[config.mk]
export PLATFORM = sky130hd
export DESIGN_NAME = srm_angle_position_commutator_flat
export DESIGN_NICKNAME = d
export VERILOG_FILES = /design/src/sv/srmapc_pkg.sv /design/src/sv/srmapc_if.sv /design/src/sv/srmapc_phase.sv /design/src/sv/srm_angle_position_commutator.sv /design/src/flat_wrapper.sv
export SDC_FILE = /design/constraint.sdc
export NUM_CORES = 1
export LEC_CHECK = 0
export ABC_AREA = 0
export BUFFER_PORTS_ARGS = -buffer_cell sky130_fd_sc_hd__buf_4
export CORE_AREA = 3 3 129 131
export DETAILED_ROUTE_END_ITERATION = 6
export DIE_AREA = 0 0 132 134
export HOLD_SLACK_MARGIN = 0.15
export PLACE_DENSITY_LB_ADDON = 0.12
export SETUP_SLACK_MARGIN = 0.3
export SLEW_MARGIN = 40
export SYNTH_ARGS = -nofsm -noshare
export SYNTH_HDL_FRONTEND = slang
export SYNTH_SLANG_ARGS = --single-unit
export TNS_END_PERCENT = 1
[constraint.sdc]
create_clock -name clock -period 4.73 [get_ports clock]
set_input_delay 0.946 -clock clock [delete_from_list [all_inputs] [get_ports clock]]
set_output_delay 0.946 -clock clock [all_outputs]
set_load 0.01 [all_outputs]
[src/sv/srmapc_pkg.sv]
package srmapc_pkg;

   // Default width of the angle registers, the step and the accumulators.
   localparam int ANGLE_BITS_DEFAULT = 16;

   // The block drives three motor phases from three capture lines.
   localparam int NUM_PHASES = 3;

   // Run mode codes of an input word.
   typedef enum logic [1:0] {
      MODE_STOP     = 2'd0,
      MODE_FORWARD  = 2'd1,
      MODE_REVERSE  = 2'd2,
      MODE_REGULATE = 2'd3
   } mode_type;

   // Register indexes of the configuration port.
   typedef enum logic [1:0] {
      CSR_ON_ANGLE   = 2'd0,
      CSR_OFF_ANGLE  = 2'd1,
      CSR_COMM_ANGLE = 2'd2
   } csr_index_type;

   // Capture line that arms each phase, per direction of rotation.
   localparam logic [1:0] FWD_LINE [NUM_PHASES] = '{2'd0, 2'd2, 2'd1};
   localparam logic [1:0] RVS_LINE [NUM_PHASES] = '{2'd1, 2'd0, 2'd2};

   // Classification of one armed phase for the current tick.
   typedef struct packed {
      logic run;       // Phase conducts.
      logic commute;   // Phase is in the step-commutation condition.
      logic wrap;      // Commutation angle reached: clear and disarm.
   } phase_flags_type;

endpackage

[src/sv/srmapc_if.sv]
// Input channel: one control tick per word.
interface srmapc_req_if
   import srmapc_pkg::*;
#(
   parameter int ANGLE_BITS = ANGLE_BITS_DEFAULT
) ();
   logic                  valid;
   logic                  ready;
   logic [1:0]            run_mode;
   logic [2:0]            capture_events;
   logic [ANGLE_BITS-1:0] angle_step;

   modport source (output valid, output run_mode, output capture_events,
                   output angle_step, input ready);
   modport sink (input valid, input run_mode, input capture_events,
                 input angle_step, output ready);
endinterface

// Result channel: one word of phase flags per tick.
interface srmapc_rsp_if ();
   logic       valid;
   logic       ready;
   logic [2:0] run_flags;
   logic [2:0] step_commute_flags;
   logic       position_active;

   modport source (output valid, output run_flags, output step_commute_flags,
                   output position_active, input ready);
   modport sink (input valid, input run_flags, input step_commute_flags,
                 input position_active, output ready);
endinterface

[src/sv/srmapc_phase.sv]
// Angle accumulator step and window classification of one phase.
module srmapc_phase
   import srmapc_pkg::*;
#(
   parameter int ANGLE_BITS = ANGLE_BITS_DEFAULT
) (
   input  logic [ANGLE_BITS-1:0] angle,
   input  logic [ANGLE_BITS-1:0] step,
   input  logic [ANGLE_BITS-1:0] on_angle,
   input  logic [ANGLE_BITS-1:0] off_angle,
   input  logic [ANGLE_BITS-1:0] comm_angle,
   input  logic                  forward,
   output logic [ANGLE_BITS-1:0] angle_next,
   output phase_flags_type       flags
);

   logic [ANGLE_BITS:0] sum;

   // The sum keeps its carry so it never wraps.
   assign sum = {1'b0, angle} + {1'b0, step};

   // The first window that holds decides, in the order on, off, commutation.
   always_comb begin
      flags = '0;
      if (sum < {1'b0, on_angle}) begin
         flags.commute = forward;
      end else if (sum < {1'b0, off_angle}) begin
         flags.run = 1'b1;
      end else if (sum < {1'b0, comm_angle}) begin
         flags = '0;
      end else begin
         flags.commute = 1'b1;
         flags.wrap    = 1'b1;
      end
   end

   // A sum past every window is at or above the commutation angle, so the
   // stored accumulator always fits in the angle width.
   assign angle_next = flags.wrap ? '0 : sum[ANGLE_BITS-1:0];

endmodule

[src/sv/srm_angle_position_commutator.sv]
// Angle-position commutator for a three-phase switched-reluctance motor. Each
// input word is one control tick: run mode, capture events and angle step.
// Capture events arm their lines; each armed phase advances its accumulator
// by the step and reports conduct and step-commutation flags against the on,
// off and commutation angles. The block takes one word per clock cycle while
// the result register is empty or being emptied; an accepted word passes the
// input register, then the phase state, which doubles as the result register.
// Ready drops only while a result waits to be taken and the input register is
// full. The user must write the three angle registers through the csr port
// while no tick is in flight; the block itself does not enforce this.
module srm_angle_position_commutator
   import srmapc_pkg::*;
#(
   parameter int ANGLE_BITS = ANGLE_BITS_DEFAULT
) (
   input  logic                  clock,
   input  logic                  reset,
   srmapc_req_if.sink            req,
   srmapc_rsp_if.source          rsp,
   input  logic                  csr_write_en,
   input  logic [1:0]            csr_index,
   input  logic [ANGLE_BITS-1:0] csr_data
);

   // Configuration registers.
   logic [ANGLE_BITS-1:0] on_angle_ff, on_angle_in;
   logic [ANGLE_BITS-1:0] off_angle_ff, off_angle_in;
   logic [ANGLE_BITS-1:0] comm_angle_ff, comm_angle_in;

   // Input register.
   logic                  in_valid_ff, in_valid_in;
   logic [1:0]            mode_ff, mode_in;
   logic [2:0]            caps_ff, caps_in;
   logic [ANGLE_BITS-1:0] step_ff, step_in;

   // Phase state; the flag registers also form the result word.
   logic [ANGLE_BITS-1:0] angle_ff [NUM_PHASES];
   logic [ANGLE_BITS-1:0] angle_in [NUM_PHASES];
   logic [2:0]            armed_ff, armed_in;
   logic [2:0]            run_ff, run_in;
   logic [2:0]            comm_ff, comm_in;
   logic                  active_ff, active_in;
   logic                  out_valid_ff, out_valid_in;

   logic                  advance;
   logic                  forward;
   mode_type              mode;
   logic [2:0]            armed_set;
   logic [1:0]            line [NUM_PHASES];
   logic [2:0]            armed_now;
   logic [2:0]            disarm;
   logic [ANGLE_BITS-1:0] angle_next [NUM_PHASES];
   phase_flags_type       flags [NUM_PHASES];

   // Handshake: the tick in the input register moves on when the result
   // register is empty or being emptied.
   assign advance   = in_valid_ff && (!out_valid_ff || rsp.ready);
   assign req.ready = !in_valid_ff || advance;

   assign rsp.valid              = out_valid_ff;
   assign rsp.run_flags          = run_ff;
   assign rsp.step_commute_flags = comm_ff;
   assign rsp.position_active    = active_ff;

   // Configuration writes.
   always_comb begin
      on_angle_in   = on_angle_ff;
      off_angle_in  = off_angle_ff;
      comm_angle_in = comm_angle_ff;
      if (csr_write_en) begin
         case (csr_index_type'(csr_index))
            CSR_ON_ANGLE:   on_angle_in   = csr_data;
            CSR_OFF_ANGLE:  off_angle_in  = csr_data;
            CSR_COMM_ANGLE: comm_angle_in = csr_data;
            default:        on_angle_in   = on_angle_ff;
         endcase
      end
   end

   // Input register loads whenever it has room.
   always_comb begin
      in_valid_in = in_valid_ff;
      mode_in     = mode_ff;
      caps_in     = caps_ff;
      step_in     = step_ff;
      if (req.ready) begin
         in_valid_in = req.valid;
         mode_in     = req.run_mode;
         caps_in     = req.capture_events;
         step_in     = req.angle_step;
      end
   end

   // Arming happens first, then each phase looks up its capture line.
   assign mode      = mode_type'(mode_ff);
   assign forward   = (mode == MODE_FORWARD);
   assign armed_set = armed_ff | caps_ff;

   always_comb begin
      for (int i = 0; i < NUM_PHASES; i++) begin
         line[i]      = forward ? FWD_LINE[i] : RVS_LINE[i];
         armed_now[i] = armed_set[line[i]];
      end
   end

   genvar g;
   generate
      for (g = 0; g < NUM_PHASES; g++) begin : g_phase
         srmapc_phase #(
            .ANGLE_BITS (ANGLE_BITS)
         ) u_phase (
            .angle      (angle_ff[g]),
            .step       (step_ff),
            .on_angle   (on_angle_ff),
            .off_angle  (off_angle_ff),
            .comm_angle (comm_angle_ff),
            .forward    (forward),
            .angle_next (angle_next[g]),
            .flags      (flags[g])
         );
      end
   endgenerate

   // Next phase state for the tick that moves to the result register.
   always_comb begin
      angle_in     = angle_ff;
      armed_in     = armed_ff;
      run_in       = run_ff;
      comm_in      = comm_ff;
      active_in    = active_ff;
      out_valid_in = out_valid_ff && !rsp.ready;
      disarm       = '0;
      if (advance) begin
         out_valid_in = 1'b1;
         active_in    = 1'b1;
         case (mode)
            MODE_STOP: begin
               run_in    = '0;
               comm_in   = '0;
               active_in = 1'b0;
            end
            MODE_FORWARD, MODE_REVERSE: begin
               for (int i = 0; i < NUM_PHASES; i++) begin
                  if (armed_now[i]) begin
                     run_in[i]   = flags[i].run;
                     comm_in[i]  = flags[i].commute;
                     angle_in[i] = angle_next[i];
                     if (flags[i].wrap) begin
                        disarm[line[i]] = 1'b1;
                     end
                  end
               end
            end
            default: begin
               active_in = 1'b1;
            end
         endcase
         armed_in = armed_set & ~disarm;
      end
   end

   // Registers.
   always_ff @(posedge clock) begin
      if (reset) begin
         on_angle_ff   <= '0;
         off_angle_ff  <= '0;
         comm_angle_ff <= '0;
         in_valid_ff   <= 1'b0;
         for (int i = 0; i < NUM_PHASES; i++) begin
            angle_ff[i] <= '0;
         end
         armed_ff      <= '0;
         run_ff        <= '0;
         comm_ff       <= '0;
         active_ff     <= 1'b0;
         out_valid_ff  <= 1'b0;
      end else begin
         on_angle_ff   <= on_angle_in;
         off_angle_ff  <= off_angle_in;
         comm_angle_ff <= comm_angle_in;
         in_valid_ff   <= in_valid_in;
         angle_ff      <= angle_in;
         armed_ff      <= armed_in;
         run_ff        <= run_in;
         comm_ff       <= comm_in;
         active_ff     <= active_in;
         out_valid_ff  <= out_valid_in;
      end
   end

   // Input payload register needs no reset.
   always_ff @(posedge clock) begin
      mode_ff <= mode_in;
      caps_ff <= caps_in;
      step_ff <= step_in;
   end

   // A phase never conducts while in the step-commutation condition.
   a_flags_exclusive: assert property (@(posedge clock) disable iff (reset)
      rsp.valid |-> ((rsp.run_flags & rsp.step_commute_flags) == 3'b000))
      else $error("phase both conducting and in step commutation");

   // A stopped block reports no phase flags.
   a_stop_clears: assert property (@(posedge clock) disable iff (reset)
      (rsp.valid && !rsp.position_active) |->
         (rsp.run_flags == 3'b000 && rsp.step_commute_flags == 3'b000))
      else $error("flags set while position control is inactive");

   // A full input register behind a stalled result must hold off new words.
   a_backpressure: assert property (@(posedge clock) disable iff (reset)
      (in_valid_ff && rsp.valid && !rsp.ready) |-> !req.ready)
      else $error("input accepted while the pipeline is full and stalled");

   // A result taken with no tick behind it leaves the result register empty.
   a_result_drains: assert property (@(posedge clock) disable iff (reset)
      (rsp.valid && rsp.ready && !in_valid_ff) |=> !rsp.valid)
      else $error("result repeated after it was taken");

endmodule
[src/flat_wrapper.sv]
// flat-port wrapper written by rule: the top's interface ports become plain ports
module srm_angle_position_commutator_flat import srmapc_pkg::*;
#(
   parameter int ANGLE_BITS = ANGLE_BITS_DEFAULT
)
  (clock, reset, csr_write_en, csr_index, csr_data, req_valid, req_run_mode, req_capture_events, req_angle_step, req_ready, rsp_valid, rsp_run_flags, rsp_step_commute_flags, rsp_position_active, rsp_ready);
  srmapc_req_if #(.ANGLE_BITS(ANGLE_BITS)) req_i ();
  srmapc_rsp_if rsp_i ();
  input  logic clock;
  input  logic reset;
  input  logic csr_write_en;
  input  logic [1:0] csr_index;
  input  logic [ANGLE_BITS-1:0] csr_data;
  input wire logic [$bits(req_i.valid)-1:0] req_valid;
  input wire logic [$bits(req_i.run_mode)-1:0] req_run_mode;
  input wire logic [$bits(req_i.capture_events)-1:0] req_capture_events;
  input wire logic [$bits(req_i.angle_step)-1:0] req_angle_step;
  output wire logic [$bits(req_i.ready)-1:0] req_ready;
  output wire logic [$bits(rsp_i.valid)-1:0] rsp_valid;
  output wire logic [$bits(rsp_i.run_flags)-1:0] rsp_run_flags;
  output wire logic [$bits(rsp_i.step_commute_flags)-1:0] rsp_step_commute_flags;
  output wire logic [$bits(rsp_i.position_active)-1:0] rsp_position_active;
  input wire logic [$bits(rsp_i.ready)-1:0] rsp_ready;
  assign req_i.valid = req_valid;
  assign req_i.run_mode = req_run_mode;
  assign req_i.capture_events = req_capture_events;
  assign req_i.angle_step = req_angle_step;
  assign req_ready = req_i.ready;
  assign rsp_valid = rsp_i.valid;
  assign rsp_run_flags = rsp_i.run_flags;
  assign rsp_step_commute_flags = rsp_i.step_commute_flags;
  assign rsp_position_active = rsp_i.position_active;
  assign rsp_i.ready = rsp_ready;
  srm_angle_position_commutator #(.ANGLE_BITS(ANGLE_BITS)) u_core (.clock(clock), .reset(reset), .req(req_i), .rsp(rsp_i), .csr_write_en(csr_write_en), .csr_index(csr_index), .csr_data(csr_data));
endmodule
==> reports/metrics.csv <==
stage,metric,value,unit
timing,rsz0062_at_grt,true,
worst_setup_path,required,5.04,ns
global_routing,antenna_found_initial,0,
placed_design,placed_cell_area,0.0105,mm²
drt,firstDrtPassIters,5,
global_routing,grt_pass1_vias,8238,
clocking,cts_tree,built,
drt,route.detailed.drc,0,
worst_setup_path,critPathArrivalTime,4.86,ns
timing,fin_ws,0.183,ns
timing,slew_headroom,50.6,%
drt,route.layer.met1.wl,12600,µm
timing,hold_viol_final,0,
timing,drv_slew,0,
layout,drive_above_1_share,14.8,%
layout,area_delta_synth_final,18.3,%
worst_setup_path,cpPeakStageDelay,0.46,ns
yosys,syn_avg_cell_area,8.53,µm²
clocking,clk_pin_slew_worst_paths,0.06,ns
die,pin_count,53,
layout,layout_common_cells,"ha_1, nand2_1, a21oi_1, dfxtp_1, buf_4",
drt,wl_met2,12200,µm
yosys,synth_edf_count,21,
drt,vias,8972,
power,netSwitchingPower,1.14,mW
die,start_util,61.8,%
timing,max_freq,0.220,GHz
placed_design,io_buffer_count,52,
clocking,cts_root_buf,clkbuf_16,
clocking,cts_made_buffers,17,
drt,antenna_left,0,
timing,finalCritPeriodShare,96.1,%
worst_setup_path,cp_cell_sequence,buf_4 -> buf_4 -> fa_2 -> a21oi_2 -> nand4b_1 -> and3_4 -> o21ai_1 -> nand2_1 -> o21ai_0 -> xnor2_1 -> buf_4 -> buf_4 -> ha_1 -> nand3_1 -> a211oi_1 -> o21ai_1 -> a21oi_2 -> o21a_1 -> a221oi_4 -> buf_6 -> buf_4 -> a21oi_1 -> a21oi_1,
die,core,0.0157,mm²
power,p_seq_share,33.4,%
timing,worst_pin_slew,0.742,ns
global_routing,overflow,0,
worst_setup_path,end_kind,register,
placed_design,dp_slack,-0.0872,ns
job,cap_violations,0,
drt,first_iter_violations,885,
power,power_density,312,mW/mm²
global_routing,grt_max_degree,88,
worst_setup_path,path_class,reg -> reg,
layout,fin_util,73.1,%
clocking,cts.sinks,129,
power,max-vdd-ir-drop,0.281,mV
worst_setup_path,cpMostUsedCell,buf_4,
yosys,synth_cells,1138,
yosys,synth-seq-cells,129,
layout,final_common_cell,ha_1,
layout,diodes,0,
die,die_h,134,µm
power,leakage,4.85,nW
layout,layoutNonFillerInstCount,1447,
power,switching_share,32.0,%
yosys,synth_warnings,0,
yosys,ys_types,74,
layout,fill_cells,1228,
worst_setup_path,crit_slowest_cell,edfxtp_1,
worst_setup_path,critPathMaxFanout,4,
drt,wl_met3,1880,µm
global_routing,grt_use_total,30.0,%
placed_design,gp_congestion,0.907,
yosys,mappedNetlistArea,0.00971,mm²
yosys,seq_area_frac_synth,28.8,%
clocking,htreeDepth,4,
timing,layout_min_cycle_time,4.55,ns
power,internal-power,2.43,mW
drt,wl,27300,µm
power,clock_power_share,37.3,%
die,die_x,132,µm
placed_design,dp_cells,1397,
yosys,synthArstFlopShare,0,%
run_status,status,finished clean,
drt,post_drt_wl_per_cell,18.9,µm
power,p_comb_share,29.3,%
drt,via_per_inst,6.20,
layout,nets,1451,
yosys,ys.flop_type,dfxtp_1,
drt,highest_layer,met4,
clocking,clk_latency,0.43,ns
global_routing,grt_pass1_wl,42400,µm
timing,setup_viol,0,
die,die_area,0.0177,mm²
timing,final.setup.tns,0,ns
worst_setup_path,startpoint_type,register,
die,rows,46,
timing,clock_skew,0.00856,ns
worst_hold_path,hp-class,reg -> reg,
clocking,clk_path_buf_depth,2,
layout,fin_area,0.0115,mm²
yosys,synth_nets,1370,
placed_design,hpwlAfterDp,20000,µm
-- critical path: cells and delay by family, from the launching register on --
kind	cells	cell delay (ns)
DFF	1	0.46
buffers and inverters	6	0.86
adders and majority gates	2	0.69
and+or+nand+nor	4	0.63
AOI/OAI and AO/OA	10	1.61
xor gates and xnor gates	1	0.17
-- cells in the mapped netlist, types with 3 or more instances --
cell type,instances,area [µm²]
a31oi_1,10,62.6
a2111oi_0,8,70.1
nand3_1,31,155
dfxtp_1,108,2160
a22o_1,17,149
a21oi_1,155,776
a211oi_1,7,52.6
and4_1,3,26.3
edfxtp_1,21,631
a221oi_1,5,43.8
ha_1,185,2310
o21ai_1,9,45.0
nand2_1,161,604
and2_1,7,43.8
fa_1,3,60.1
a21o_1,27,203
nor2_1,38,143
o211ai_1,8,60.1
nand4_1,19,119
a32o_1,4,40.0
a211o_1,4,35.0
clkbuf_1,23,86.3
and3_1,14,87.6
nand2b_1,18,113
buf_1,4,15.0
o21bai_1,5,37.5
inv_1,70,263
nor3_1,13,65.1
o21a_1,15,113
xnor2_1,27,236
or2_2,3,18.8
nor2b_1,14,87.6
buf_2,3,15.0
xor2_1,12,105
o21ai_0,34,170
or3_1,4,25.0
-- through the flow --
stage          hold slack (ns)  power [mW]
3_5_place_dp             0.447        2.13
3_3_place_gp             0.442        2.11
2_1_floorplan            0.436        1.83
5_1_grt                  0.470        3.73
4_1_cts                  0.455        3.48
6_report                 0.453        3.58
-- area by class of cell --
class                           instances  area, µm²  area share [%]
Multi-Input combinational cell        906       6790            59.1
Tap cell                              216        270            2.35
Clock buffer                           23        519            4.52
Clock inverter                          8       75.1           0.654
Inverter                               71        267            2.32
Timing Repair Buffer                   94        772            6.72
Sequential cell                       129       2790            24.3
-- per-layer routing --
layer | GRT usage (%) | up-vias
li1 | - | 4318
met1 | 42.6 | 4244
met2 | 47.3 | 349
met3 | 4.50 | 61
met4 | 9.39 | 0
met5 | 0 | -
-- power groups by stage --
stage               registers [mW]  logic [mW]  clock network, mW
floorplan                     1.21       0.623                  0
global placement              1.21       0.891                  0
detailed placement            1.21       0.915                  0
CTS                           1.19       0.947               1.34
global route                  1.20        1.15               1.38
finish                        1.20        1.05               1.34
-- worst paths after layout --
kind,from,end,slack (ns),depth (start not counted)
setup / recovery,u_core.step_ff[1],u_core.armed_ff[2],0.18,23
hold / removal,u_core.comm_angle_ff[3],u_core.comm_angle_ff[3],0.45,2
setup reg to reg,u_core.step_ff[1],u_core.armed_ff[2],0.18,23
hold reg to reg,u_core.comm_angle_ff[3],u_core.comm_angle_ff[3],0.45,2
-- cell families (layout without fill, tap and decap cells) --
family	after synthesis	in the layout	synth area share [%]
adders and majority gates	188	188	24.5
and+or+nand+nor	342	342	16.9
xor gates and xnor gates	39	39	3.52
DFF	129	129	28.8
AOI/OAI and AO/OA	337	337	22.2
buffers and inverters	103	196	4.14
-- flip-flops by register name, summed over array words and instances (netlist names) --
| register | cells |
|---|---|
| u_core.angle_ff | 48 |
| u_core.armed_ff | 3 |
| u_core.caps_ff | 3 |
| u_core.comm_angle_ff | 16 |
| u_core.in_valid_ff | 1 |
| u_core.mode | 2 |
| u_core.off_angle_ff | 16 |
| u_core.on_angle_ff | 16 |
| u_core.rsp.position_active | 1 |
| u_core.rsp.run_flags | 3 |
| u_core.rsp.step_commute_flags | 3 |
| u_core.rsp.valid | 1 |
| u_core.step_ff | 16 |
-- what timing repair did --
action	4_1_cts	5_1_grt
resized for setup	13	41
buffers inserted	4	14
setup endpoints to repair	54	56
pin swaps	4	34
gates cloned	0	1
hold buffers	0	0
(Power assumes the default switching activity.)
